<file path="src/hw/rtl/pnf_pkg.sv">
// pnf_pkg: shared widths, constants, permutation rom and helper functions
// for the fractal perlin noise unit; no dependencies
package pnf_pkg;

  localparam int FRAC_BITS = 16;
  localparam int COORD_W   = 32;
  localparam int FREQ_W    = 31;
  localparam int LAC_W     = 18;
  localparam int AMP_W     = 16;
  localparam int OCT_W     = 4;
  localparam int CELL_W    = 8;
  localparam int FRAC_W    = 16;
  localparam int FADE_W    = 17;
  localparam int POLY_W    = 20;
  localparam int GRAD_W    = 19;
  localparam int NZ_W      = 20;
  localparam int TERM_W    = 20;
  localparam int OUT_W     = 18;
  localparam int CFG_IDX_W = 2;
  localparam int CFG_DAT_W = 18;
  localparam int LANE_LAT  = 7;

  localparam logic [FREQ_W-1:0] FREQ_ONE  = FREQ_W'(1 << FRAC_BITS);
  localparam logic [POLY_W-1:0] FADE_C15  = POLY_W'(15 * (1 << FRAC_BITS));
  localparam logic [POLY_W-1:0] FADE_C10  = POLY_W'(10 * (1 << FRAC_BITS));
  localparam int                OUT_SHIFT = FRAC_BITS - 14;
  localparam int                OUT_MAX   = 131071;
  localparam int                OUT_MIN   = -131072;

  // register indexes of the configuration port
  localparam logic [CFG_IDX_W-1:0] CFG_OCTAVE_COUNT    = 2'd0;
  localparam logic [CFG_IDX_W-1:0] CFG_LACUNARITY      = 2'd1;
  localparam logic [CFG_IDX_W-1:0] CFG_GAIN            = 2'd2;
  localparam logic [CFG_IDX_W-1:0] CFG_START_AMPLITUDE = 2'd3;

  localparam logic [OCT_W-1:0] RST_OCTAVE_COUNT    = 4'd3;
  localparam logic [LAC_W-1:0] RST_LACUNARITY      = 18'd137626;
  localparam logic [AMP_W-1:0] RST_GAIN            = 16'd31457;
  localparam logic [AMP_W-1:0] RST_START_AMPLITUDE = 16'd32768;

  localparam logic [7:0] PERM_ROM [256] = '{
    8'd151,8'd160,8'd137,8'd91,8'd90,8'd15,8'd131,8'd13,8'd201,8'd95,8'd96,8'd53,8'd194,
    8'd233,8'd7,8'd225,8'd140,8'd36,8'd103,8'd30,8'd69,8'd142,8'd8,8'd99,8'd37,8'd240,
    8'd21,8'd10,8'd23,8'd190,8'd6,8'd148,8'd247,8'd120,8'd234,8'd75,8'd0,8'd26,8'd197,
    8'd62,8'd94,8'd252,8'd219,8'd203,8'd117,8'd35,8'd11,8'd32,8'd57,8'd177,8'd33,8'd88,
    8'd237,8'd149,8'd56,8'd87,8'd174,8'd20,8'd125,8'd136,8'd171,8'd168,8'd68,8'd175,
    8'd74,8'd165,8'd71,8'd134,8'd139,8'd48,8'd27,8'd166,8'd77,8'd146,8'd158,8'd231,8'd83,
    8'd111,8'd229,8'd122,8'd60,8'd211,8'd133,8'd230,8'd220,8'd105,8'd92,8'd41,8'd55,
    8'd46,8'd245,8'd40,8'd244,8'd102,8'd143,8'd54,8'd65,8'd25,8'd63,8'd161,8'd1,8'd216,
    8'd80,8'd73,8'd209,8'd76,8'd132,8'd187,8'd208,8'd89,8'd18,8'd169,8'd200,8'd196,
    8'd135,8'd130,8'd116,8'd188,8'd159,8'd86,8'd164,8'd100,8'd109,8'd198,8'd173,8'd186,
    8'd3,8'd64,8'd52,8'd217,8'd226,8'd250,8'd124,8'd123,8'd5,8'd202,8'd38,8'd147,8'd118,
    8'd126,8'd255,8'd82,8'd85,8'd212,8'd207,8'd206,8'd59,8'd227,8'd47,8'd16,8'd58,8'd17,
    8'd182,8'd189,8'd28,8'd42,8'd223,8'd183,8'd170,8'd213,8'd119,8'd248,8'd152,8'd2,
    8'd44,8'd154,8'd163,8'd70,8'd221,8'd153,8'd101,8'd155,8'd167,8'd43,8'd172,8'd9,
    8'd129,8'd22,8'd39,8'd253,8'd19,8'd98,8'd108,8'd110,8'd79,8'd113,8'd224,8'd232,
    8'd178,8'd185,8'd112,8'd104,8'd218,8'd246,8'd97,8'd228,8'd251,8'd34,8'd242,8'd193,
    8'd238,8'd210,8'd144,8'd12,8'd191,8'd179,8'd162,8'd241,8'd81,8'd51,8'd145,8'd235,
    8'd249,8'd14,8'd239,8'd107,8'd49,8'd192,8'd214,8'd31,8'd181,8'd199,8'd106,8'd157,
    8'd184,8'd84,8'd204,8'd176,8'd115,8'd121,8'd50,8'd45,8'd127,8'd4,8'd150,8'd254,
    8'd138,8'd236,8'd205,8'd93,8'd222,8'd114,8'd67,8'd29,8'd24,8'd72,8'd243,8'd141,
    8'd128,8'd195,8'd78,8'd66,8'd215,8'd61,8'd156,8'd180};

  // diagonal gradient dot product picked by hash bits 1..0
  function automatic logic signed [GRAD_W-1:0] grad(input logic [CELL_W-1:0] h,
                                                    input logic signed [GRAD_W-1:0] px,
                                                    input logic signed [GRAD_W-1:0] py);
    logic signed [GRAD_W-1:0] u;
    logic signed [GRAD_W-1:0] v;
    u = h[1] ? py : px;
    v = h[1] ? px : py;
    return (h[0] ? -u : u) + (h[1] ? -v : v);
  endfunction

  // a + floor(t * (b - a) / 2^FRAC_BITS)
  function automatic logic signed [NZ_W-1:0] lerp(input logic signed [NZ_W-1:0] a,
                                                  input logic signed [NZ_W-1:0] b,
                                                  input logic [FADE_W-1:0] t);
    logic signed [NZ_W:0]            diff;
    logic signed [FADE_W+NZ_W+1:0]   prod;
    logic signed [FADE_W+NZ_W+1:0]   sh;
    diff = $signed({b[NZ_W-1], b}) - $signed({a[NZ_W-1], a});
    prod = $signed({1'b0, t}) * diff;
    sh   = prod >>> FRAC_BITS;
    return a + $signed(sh[NZ_W-1:0]);
  endfunction

endpackage

</file>
<file path="src/hw/rtl/pnf_sum.sv">
// pnf_sum: registered sum of the weighted octave terms; uses pnf_pkg
module pnf_sum import pnf_pkg::*; #(
  parameter int MAX_OCTAVES = 8,
  parameter int SUM_W       = 24
) (
  input  logic                               clk,
  input  logic                               en,
  input  logic [MAX_OCTAVES-1:0][TERM_W-1:0] terms,
  output logic signed [SUM_W-1:0]            sum
);

  logic signed [SUM_W-1:0] acc;
  logic signed [SUM_W-1:0] sum_r;

  always_comb begin
    acc = '0;
    for (int k = 0; k < MAX_OCTAVES; k++) begin
      acc = acc + SUM_W'($signed(terms[k]));
    end
  end

  always_ff @(posedge clk) begin
    if (en) begin
      sum_r <= acc;
    end
  end

  assign sum = sum_r;

endmodule

</file>
<file path="config.mk">
export PLATFORM = sky130hd
export DESIGN_NAME = pnf_sum
export DESIGN_NICKNAME = d
export VERILOG_FILES = /design/src/hw/rtl/pnf_pkg.sv /design/src/hw/rtl/pnf_sum.sv
export SDC_FILE = /design/constraint.sdc
export NUM_CORES = 1
export LEC_CHECK = 0
export BUFFER_PORTS_ARGS = -buffer_cell sky130_fd_sc_hd__buf_2
export CORE_MARGIN = 3
export CORE_UTILIZATION = 30
export DETAILED_ROUTE_END_ITERATION = 7
export PLACE_DENSITY = 0.6
export RECOVER_POWER = 25
export SLEW_MARGIN = 20
export SYNTH_ARGS = -nofsm -noshare
export SYNTH_HDL_FRONTEND = slang
export SYNTH_SLANG_ARGS = --single-unit
</file>
<file path="constraint.sdc">
create_clock -name clk -period 16.8 [get_ports clk]
set_input_delay 4.2 -clock clk [delete_from_list [all_inputs] [get_ports clk]]
set_output_delay 4.2 -clock clk [all_outputs]
set_load 0.01 [all_outputs]
</file>
==> impl_results.md <==
* Pre-Repair DR Iteration Count at 4
* Flops & latches, synth at 24
* CTS buffer count at 3
* F_max at 120.2 MHz
* Worst path max stage delay at 0.55 ns
* Status: finished with violations
* Total Neg Setup Slack at 0 ns
* Vias in the first global route at 4046
* Synth async-reset ratio at 0
* Dpl ws at 8.187 ns
* Area delta synth->final at 24.43%
* CP endpoint kind: register
* Most Frequent Cell on Critical Path: fa_1
* GRT Residual Overflow at 0
* EDFF count, synth at 24
* Worst setup startpoint: terms[62]
* Fill cell count at 1725
* Initial detailed-routing violation count at 109
* Initial core utilization at 0.3093
* Delay-heaviest family, CP: adder cells
* # hold bufs at CTS at 0
* CTS root buffer: clkbuf_16
* Violated checks: capacitance limit, slew limit
* Worst hold slack at 4.353 ns
* Arr. time, crit path at 8.32 ns
* NumNets Final at 1023
* Overall Global Routing Usage at 0.1168
* Synth Flop Type: edfxtp_1
* Setup CP Type: in2reg
* CP bufs+invs at 4
* Total clock sinks at 24
* Post-route ant nets at 0
* Multi-input logic area at 0.003602 mm^2
* Syn nets at 836
* Crit path cell chain: buf_2 > fa_1 > inv_1 > fa_1 > fa_1 > fa_1 > inv_1 > ha_1 > inv_1 > fa_1 > nor2b_1 > o31a_1 > o2111a_1 > nor3_2 > mux2i_1 > or4_1
* Vias at 3830
* IO Count at 186
* Fin util at 0.3848
* CTS tree: done
* Post-cts resize count at 0
* Maxcap violations at 1
* Final Critical Period at 8.320 ns
* Final WL at 10760 um
* Slew Limit Headroom at -0.05293
* Die W at 137.5 um
* Core Box Area at 0.01676 mm^2
* Row Count at 47
* Setup violations, final at 0
* Unrepaired setup endpoints after global routing: false
* First-pass GRT wire length at 17770 um
* Inserted Diodes at 0
* Worst path depth at 16
* Final period utilization at 0.4952
* Remaining DRCs at 0
* Flip-flop and latch area at 720.7 um^2
* Slew Limit Fails at 25
* Cells after Synth at 526
* Vias/cell at 4.109
* Routed len/inst at 11.54 um
* Syn. warnings at 0
* CTS H-tree depth at 1
* Worst Path Required at 16.80 ns
* Final setup margin at 8.480 ns
* Yosys cell types at 43
* Post-CTS Setup Bufs at 0
* Hold Path Class: in2reg
* Critical path endpoint: sum[22]
* Largest net degree at the start of global routing at 25
* Slew of the pin with the lowest slew margin at 1.579 ns
* Power density cells at 202.3 mW/mm^2
* Die Area at 0.01889 mm^2
* Initial antenna violation count at 1
* Clock slew at reported path FFs at 0.07 ns
* HPWL after detailed placement at 10010 um
* P_leak at 3.633 nW
* Share of cells above drive strength 1 at 0.2697
* Seq/Total Area, Yosys at 0.1390
* Gpl congestion at 0.8008
* CP max stage cell: fa_1
* Die height at 137.5 um
* Port bufs at 185
* Syn Std Cell Area at 0.005184 mm^2
* PnR Total Power at 0.001305 W
* Startpoint Class: input pin
* Bufs on Longest Clock Path at 2
* Largest register FFs at 24
* Count of final hold-check violations at 0
* Peak VDD IR at 0.00008479 V
* Worst Path Max Fanout at 4
* Syn avg cell area at 9.855 um^2
-- worst min path at each step --
stage,depth (start not counted),from,end,slack (ns)
final,3,terms[140],sum[0],4.35
after CTS,3,terms[140],sum[0],4.35
after global placement,1,sum[1],sum[1],4.61
after global routing,3,terms[140],sum[0],4.37
after detailed placement,1,sum[1],sum[1],4.62
after floorplan,0,en,sum[0],4.31
-- synthesized netlist by cell type (6+ instances only) --
library cell	n	area, um^2
xnor2_1	10	87.58
ha_1	24	300.3
edfxtp_1	24	720.7
nor2_1	10	37.54
o21ai_0	9	45.04
a21o_1	9	67.56
a21oi_1	16	80.08
xor2_1	6	52.55
inv_1	226	848.3
fa_1	124	2482
nand2_1	10	37.54
-- layout by cell type, fill, tap and decap left out, types with 6 or more instances in the layout --
cell type    n
nor2_1      10
xor2_1       6
a21oi_1     16
ha_1        24
buf_2      184
o21ai_0      9
edfxtp_1    24
nand2_1     10
xnor2_1     10
a21o_1       9
fa_1       124
inv_1      226
-- area by class of cell --
| class | count | area share |
|---|---|---|
| multi-input cells | 273 | 0.5585 |
| repair buffers | 185 | 0.1434 |
| inverters | 226 | 0.1315 |
| clock inverters | 1 | 0.0005820 |
| well taps | 220 | 0.04268 |
| flip-flops and latches | 24 | 0.1117 |
| clock buffers | 3 | 0.01164 |
-- power by group --
part	internal (W)	switching, W
sequential	0.000160	0.00000692
combinational	0.000482	0.000602
clock	0.0000319	0.0000217
total	0.000674	0.000631
-- cells by family (layout without fill, tap and decap cells) --
group | after synthesis | after routing | share of synthesized area
buffers and inverters | 229 | 415 | 0.1661
AOI/OAI and AO/OA | 61 | 61 | 0.08086
muxes | 1 | 1 | 0.001931
and+or+nand+nor | 47 | 47 | 0.04828
DFF | 24 | 24 | 0.1390
adders and majority gates | 148 | 148 | 0.5368
xor gates and xnor gates | 16 | 16 | 0.02703
-- through the flow --
step,cells,cell area (um^2)
detailed placement,928,6372
floorplan,526,5184
global placement,928,6372
global route,932,6450
finish,932,6450
CTS,932,6451
-- routing by layer --
| metal | wire (um) | vias to the layer above | GRT usage |
|---|---|---|---|
| met5 | 13 | - | 0 |
| met4 | 52 | 2 | 0.01330 |
| met3 | 938 | 4 | 0.02776 |
| met2 | 5489 | 119 | 0.2169 |
| li1 | - | 1891 | - |
| met1 | 4264 | 1814 | 0.1408 |
Note: power is estimated with default switching activity, not from simulation.
