`src/hw/rtl/pnf_pkg.sv`:
```
// pnf_pkg: shared widths, constants, permutation rom and helper functions
// for the fractal perlin noise unit; no dependencies
package pnf_pkg;

  localparam int FRAC_BITS = 16;
  localparam int COORD_W   = 32;
  localparam int FREQ_W    = 31;
  localparam int LAC_W     = 18;
  localparam int AMP_W     = 16;
  localparam int OCT_W     = 4;
  localparam int CELL_W    = 8;
  localparam int FRAC_W    = 16;
  localparam int FADE_W    = 17;
  localparam int POLY_W    = 20;
  localparam int GRAD_W    = 19;
  localparam int NZ_W      = 20;
  localparam int TERM_W    = 20;
  localparam int OUT_W     = 18;
  localparam int CFG_IDX_W = 2;
  localparam int CFG_DAT_W = 18;
  localparam int LANE_LAT  = 7;

  localparam logic [FREQ_W-1:0] FREQ_ONE  = FREQ_W'(1 << FRAC_BITS);
  localparam logic [POLY_W-1:0] FADE_C15  = POLY_W'(15 * (1 << FRAC_BITS));
  localparam logic [POLY_W-1:0] FADE_C10  = POLY_W'(10 * (1 << FRAC_BITS));
  localparam int                OUT_SHIFT = FRAC_BITS - 14;
  localparam int                OUT_MAX   = 131071;
  localparam int                OUT_MIN   = -131072;

  // register indexes of the configuration port
  localparam logic [CFG_IDX_W-1:0] CFG_OCTAVE_COUNT    = 2'd0;
  localparam logic [CFG_IDX_W-1:0] CFG_LACUNARITY      = 2'd1;
  localparam logic [CFG_IDX_W-1:0] CFG_GAIN            = 2'd2;
  localparam logic [CFG_IDX_W-1:0] CFG_START_AMPLITUDE = 2'd3;

  localparam logic [OCT_W-1:0] RST_OCTAVE_COUNT    = 4'd3;
  localparam logic [LAC_W-1:0] RST_LACUNARITY      = 18'd137626;
  localparam logic [AMP_W-1:0] RST_GAIN            = 16'd31457;
  localparam logic [AMP_W-1:0] RST_START_AMPLITUDE = 16'd32768;

  localparam logic [7:0] PERM_ROM [256] = '{
    8'd151,8'd160,8'd137,8'd91,8'd90,8'd15,8'd131,8'd13,8'd201,8'd95,8'd96,8'd53,8'd194,
    8'd233,8'd7,8'd225,8'd140,8'd36,8'd103,8'd30,8'd69,8'd142,8'd8,8'd99,8'd37,8'd240,
    8'd21,8'd10,8'd23,8'd190,8'd6,8'd148,8'd247,8'd120,8'd234,8'd75,8'd0,8'd26,8'd197,
    8'd62,8'd94,8'd252,8'd219,8'd203,8'd117,8'd35,8'd11,8'd32,8'd57,8'd177,8'd33,8'd88,
    8'd237,8'd149,8'd56,8'd87,8'd174,8'd20,8'd125,8'd136,8'd171,8'd168,8'd68,8'd175,
    8'd74,8'd165,8'd71,8'd134,8'd139,8'd48,8'd27,8'd166,8'd77,8'd146,8'd158,8'd231,8'd83,
    8'd111,8'd229,8'd122,8'd60,8'd211,8'd133,8'd230,8'd220,8'd105,8'd92,8'd41,8'd55,
    8'd46,8'd245,8'd40,8'd244,8'd102,8'd143,8'd54,8'd65,8'd25,8'd63,8'd161,8'd1,8'd216,
    8'd80,8'd73,8'd209,8'd76,8'd132,8'd187,8'd208,8'd89,8'd18,8'd169,8'd200,8'd196,
    8'd135,8'd130,8'd116,8'd188,8'd159,8'd86,8'd164,8'd100,8'd109,8'd198,8'd173,8'd186,
    8'd3,8'd64,8'd52,8'd217,8'd226,8'd250,8'd124,8'd123,8'd5,8'd202,8'd38,8'd147,8'd118,
    8'd126,8'd255,8'd82,8'd85,8'd212,8'd207,8'd206,8'd59,8'd227,8'd47,8'd16,8'd58,8'd17,
    8'd182,8'd189,8'd28,8'd42,8'd223,8'd183,8'd170,8'd213,8'd119,8'd248,8'd152,8'd2,
    8'd44,8'd154,8'd163,8'd70,8'd221,8'd153,8'd101,8'd155,8'd167,8'd43,8'd172,8'd9,
    8'd129,8'd22,8'd39,8'd253,8'd19,8'd98,8'd108,8'd110,8'd79,8'd113,8'd224,8'd232,
    8'd178,8'd185,8'd112,8'd104,8'd218,8'd246,8'd97,8'd228,8'd251,8'd34,8'd242,8'd193,
    8'd238,8'd210,8'd144,8'd12,8'd191,8'd179,8'd162,8'd241,8'd81,8'd51,8'd145,8'd235,
    8'd249,8'd14,8'd239,8'd107,8'd49,8'd192,8'd214,8'd31,8'd181,8'd199,8'd106,8'd157,
    8'd184,8'd84,8'd204,8'd176,8'd115,8'd121,8'd50,8'd45,8'd127,8'd4,8'd150,8'd254,
    8'd138,8'd236,8'd205,8'd93,8'd222,8'd114,8'd67,8'd29,8'd24,8'd72,8'd243,8'd141,
    8'd128,8'd195,8'd78,8'd66,8'd215,8'd61,8'd156,8'd180};

  // diagonal gradient dot product picked by hash bits 1..0
  function automatic logic signed [GRAD_W-1:0] grad(input logic [CELL_W-1:0] h,
                                                    input logic signed [GRAD_W-1:0] px,
                                                    input logic signed [GRAD_W-1:0] py);
    logic signed [GRAD_W-1:0] u;
    logic signed [GRAD_W-1:0] v;
    u = h[1] ? py : px;
    v = h[1] ? px : py;
    return (h[0] ? -u : u) + (h[1] ? -v : v);
  endfunction

  // a + floor(t * (b - a) / 2^FRAC_BITS)
  function automatic logic signed [NZ_W-1:0] lerp(input logic signed [NZ_W-1:0] a,
                                                  input logic signed [NZ_W-1:0] b,
                                                  input logic [FADE_W-1:0] t);
    logic signed [NZ_W:0]            diff;
    logic signed [FADE_W+NZ_W+1:0]   prod;
    logic signed [FADE_W+NZ_W+1:0]   sh;
    diff = $signed({b[NZ_W-1], b}) - $signed({a[NZ_W-1], a});
    prod = $signed({1'b0, t}) * diff;
    sh   = prod >>> FRAC_BITS;
    return a + $signed(sh[NZ_W-1:0]);
  endfunction

endpackage

```
`src/hw/rtl/pnf_coef_seq.sv`:
```
// pnf_coef_seq: steps the per-octave frequency and amplitude tables after
// reset and after every configuration write; uses pnf_pkg
module pnf_coef_seq import pnf_pkg::*; #(
  parameter int MAX_OCTAVES = 8
) (
  input  logic                               clk,
  input  logic                               rst_n,
  input  logic                               restart,
  input  logic [LAC_W-1:0]                   lacunarity,
  input  logic [AMP_W-1:0]                   gain,
  input  logic [AMP_W-1:0]                   start_amplitude,
  output logic [MAX_OCTAVES-1:0][FREQ_W-1:0] freq_tab,
  output logic [MAX_OCTAVES-1:0][AMP_W-1:0]  amp_tab,
  output logic                               busy
);

  localparam int IDX_W = (MAX_OCTAVES > 1) ? $clog2(MAX_OCTAVES) : 1;

  logic                               restart_r;
  logic                               busy_r;
  logic [IDX_W-1:0]                   idx_r;
  logic [FREQ_W-1:0]                  freq_acc_r;
  logic [AMP_W-1:0]                   amp_acc_r;
  logic [MAX_OCTAVES-1:0][FREQ_W-1:0] freq_tab_r;
  logic [MAX_OCTAVES-1:0][AMP_W-1:0]  amp_tab_r;
  logic [FREQ_W+LAC_W-1:0]            freq_prod;
  logic [2*AMP_W-1:0]                 amp_prod;
  logic [FREQ_W-1:0]                  freq_nxt;
  logic [AMP_W-1:0]                   amp_nxt;

  always_comb begin
    freq_prod = FREQ_W'(freq_acc_r) * (FREQ_W+LAC_W)'(lacunarity);
    amp_prod  = (2*AMP_W)'(amp_acc_r) * (2*AMP_W)'(gain);
    // saturate at 2^31-1
    if (|freq_prod[FREQ_W+LAC_W-1:FREQ_W+FRAC_BITS]) begin
      freq_nxt = '1;
    end else begin
      freq_nxt = freq_prod[FREQ_W+FRAC_BITS-1:FRAC_BITS];
    end
    amp_nxt = amp_prod[2*AMP_W-1:AMP_W];
  end

  always_ff @(posedge clk) begin
    if (!rst_n) begin
      restart_r <= 1'b1;
      busy_r    <= 1'b0;
      idx_r     <= '0;
    end else if (restart) begin
      restart_r <= 1'b1;
    end else if (restart_r) begin
      restart_r <= 1'b0;
      busy_r    <= 1'b1;
      idx_r     <= '0;
    end else if (busy_r) begin
      idx_r <= idx_r + 1'b1;
      if (idx_r == IDX_W'(MAX_OCTAVES - 1)) begin
        busy_r <= 1'b0;
      end
    end
  end

  always_ff @(posedge clk) begin
    if (restart_r) begin
      freq_acc_r <= FREQ_ONE;
      amp_acc_r  <= start_amplitude;
    end else if (busy_r) begin
      freq_tab_r[idx_r] <= freq_acc_r;
      amp_tab_r[idx_r]  <= amp_acc_r;
      freq_acc_r        <= freq_nxt;
      amp_acc_r         <= amp_nxt;
    end
  end

  assign freq_tab = freq_tab_r;
  assign amp_tab  = amp_tab_r;
  assign busy     = busy_r | restart_r;

endmodule

```
`config.mk`:
```
export PLATFORM = sky130hd
export DESIGN_NAME = pnf_coef_seq
export DESIGN_NICKNAME = d
export VERILOG_FILES = /design/src/hw/rtl/pnf_pkg.sv /design/src/hw/rtl/pnf_coef_seq.sv
export SDC_FILE = /design/constraint.sdc
export NUM_CORES = 2
export LEC_CHECK = 0
export BUFFER_PORTS_ARGS = -buffer_cell sky130_fd_sc_hd__buf_2
export CAP_MARGIN = 25
export CORE_AREA = 5 5 230 322
export DETAILED_ROUTE_END_ITERATION = 12
export DIE_AREA = 0 0 235 327
export PLACE_DENSITY = 0.78
export SETUP_SLACK_MARGIN = 0.15
export SLEW_MARGIN = 20
export SYNTH_ARGS = -nofsm -noshare
export SYNTH_HDL_FRONTEND = slang
export SYNTH_SLANG_ARGS = --single-unit
```
`constraint.sdc`:
```
create_clock -name clk -period 7 [get_ports clk]
set_input_delay 0.7 -clock clk [delete_from_list [all_inputs] [get_ports clk]]
set_output_delay 0.7 -clock clk [all_outputs]
set_load 0.05 [all_outputs]
```
==> reports/results.tsv <==
metric	value	unit
status	completed	
Longest Clk Path Bufs	3	
Die ar.	0.0768	sq mm
clk sinks	428	
Pre-Repair DR Iteration Count	6	
final setup fails	0	
Post-Synth XOR/XNOR Area	1.02	%
Synth top area share	34.0	%
number of enable flip-flop cells after synthesis	392	
Syn-to-layout area delta	16.5	%
# rows	116	
final WL	107	mm
crit start category	flip-flop	
CTS root buf	clkbuf_16	
Post-DRT Antenna Nets	0	
Max Cap Viol	0	
largest net degree at the start of global routing	67	
fill count	5364	
ys async rst share	0	%
via count of the routed design	27600	
layout cell share with drive strength beyond 1	20.4	%
Starting Density	54.4	%
die height	327	um
total negative slack	0	ps
combinational family with the most area after synthesis	adder cells	
Crit Path Max Fanout	13	
area leader, netlist	fa_1	
initial antenna violation count	6	
CP required	7430	ps
Final #Nets	4997	
Die X	235	um
f_max	150	MHz
vias per inst	5.47	
Post-Syn Area	0.0386	sq mm
Routed WL per cell	21.1	um
Reg clk slew, reported paths	70	ps
crit path kind	reg2reg	
RSZ-0062 raised after global routing	no	
TritonCTS clock tree	built	
R2R Setup Slk	330	ps
Worst setup EP type	flip-flop	
simple-gate share of the synthesized area	12.0	%
worst hold path type	in2reg	
area of the core	0.0710	sq mm
Synth Instances	3508	
IO Count	430	
fin crit share	95.3	%
# H-tree levels	2	
first-pass GRT wire length	166	mm
Worst-Margin Slew	978	ps
storage element area	0.0125	sq mm
syn_nets	4439	
synth unique cells	61	
Synth area leaders	fa_1 (34%), edfxtp_1 (30%), inv_1 (7.6%)	
multi-input logic area	0.0226	sq mm
Synth Warn #	0	
DRC viols	0	
commonest non-fill, non-tap cell in the layout	inv_1	
most frequent cells in the layout	inv_1 (782), fa_1 (655), nand2_1 (582)	
routability cong.	0.933	
main flop type after synthesis	edfxtp_1	
IO buf count	429	
Avg Inst Size Synth	11.0	sq um
Synth Area in Compound Gates	3.90	%
hpwl dp	82.1	mm
sequential area share after synthesis	32.4	%
GRT Util Overall	27.7	%
Clock Skew	41.7	ps
mux share of post-synthesis cell area	0.0519	%
min Tclk post-route	6670	ps
TritonCTS Buffers	43	
grt total ovfl	0	
Post-Synth Adder-Cell Area	41.2	%
vias in the first global route	30300	
initial drt markers	2026	
final hold vios	0	
Clock Latency Late Sink	600	ps
Slew Viols, Final	0	
Yosys reg bits	428	
Worst slew margin	34.8	%
WP data arrival	7100	ps
==> cell usage after synthesis (all sizes together), types with 5 or more instances <==
| master | instances |
|---|---|
| o21ai | 35 |
| and3 | 11 |
| and2 | 277 |
| o211ai | 6 |
| edfxtp | 392 |
| buf | 10 |
| o21a | 9 |
| ha | 223 |
| xor2 | 19 |
| a31oi | 6 |
| dfxtp | 36 |
| a21oi | 55 |
| a21o | 25 |
| nand4 | 17 |
| o31ai | 6 |
| nand3 | 5 |
| fa | 655 |
| nand2 | 582 |
| nor2 | 55 |
| nor2b | 5 |
| inv | 783 |
| clkbuf | 164 |
| nor3 | 12 |
| a211oi | 37 |
| xnor2 | 26 |
| nand2b | 8 |
==> worst max-delay path, stage by stage (launching register included) <==
cell       delay (ps)
dfxtp_1           380
buf_6             220
nand2_1           100
fa_1              560
inv_1              60
fa_1              480
fa_1              520
fa_1              510
fa_1              490
inv_1              50
fa_1              470
inv_1              40
ha_1              330
a21o_1            180
a21o_1            220
a211oi_1          310
nand4_1           190
and3_1            240
o2bb2ai_2         140
buf_4             160
a31oi_1           330
o21ai_0           180
xnor2_1           220
a211oi_2           90
==> path summary, 6_finish.rpt <==
check | start | end | cells after the start
worst max register to register | freq_acc_r[15] | freq_acc_r[28] | 23
worst max-delay path | freq_acc_r[15] | freq_acc_r[28] | 23
worst min register to register | idx_r[0] | idx_r[0] | 2
worst min-delay path | rst_n | restart_r | 2
==> stage by stage <==
stage	instance area, sq um	setup slack [ps]	hold slack (ps)	cells	utilization [%]
after floorplan	38600	280	521	3508	-
after global placement	43300	-162	560	4945	61.0
after detailed placement	43300	-207	584	4945	61.0
after CTS	44700	132	301	5028	63.0
after global routing	45000	134	328	5047	63.3
final	45000	332	326	5048	63.3
==> registers in the layout, indices dropped and copies added (netlist names) <==
name	cells
freq_tab	248
amp_tab	128
freq_acc_r	31
amp_acc_r	16
idx_r	3
busy_r	1
restart_r	1
==> kinds of logic after synthesis <==
| kind of cell | count (synthesis) |
|---|---|
| AO/OA/AOI/OAI | 204 |
| multiplexers | 2 |
| XOR/XNOR | 45 |
| AND/OR/NAND/NOR | 994 |
| buffers and inverters | 957 |
| flip-flops | 428 |
| adder cells (fa/ha/maj) | 878 |
==> layout make-up <==
| cell class | instances | share of cell area [%] |
|---|---|---|
| Clock inverter | 27 | 0.587 |
| Tap cell | 944 | 2.63 |
| Multi-Input combinational cell | 2123 | 50.2 |
| Timing Repair Buffer | 687 | 9.69 |
| Inverter | 783 | 6.54 |
| Antenna cell | 4 | 0.0223 |
| Clock buffer | 52 | 2.47 |
| Sequential cell | 428 | 27.9 |
==> layer usage <==
metal	part of all wire (%)	global-route usage [%]	wire, um	vias up
met2	52	50.3	55300	1474
met5	0.010	0	11	-
met3	8.7	5.20	9280	418
met1	34	31.2	35900	13900
met4	5.7	14.0	6120	2
li1	-	-	-	11800
==> timing repair <==
item,CTS,global route
hold buffers,0,0
buffers inserted,4,15
pin swaps,0,6
gates resized for setup,3,44
setup endpoints to repair,34,39
gates cloned,0,1
Power is left out: the tool's default activity adds up to more than one toggle a clock period on the data nets, which glitch-free logic cannot reach.
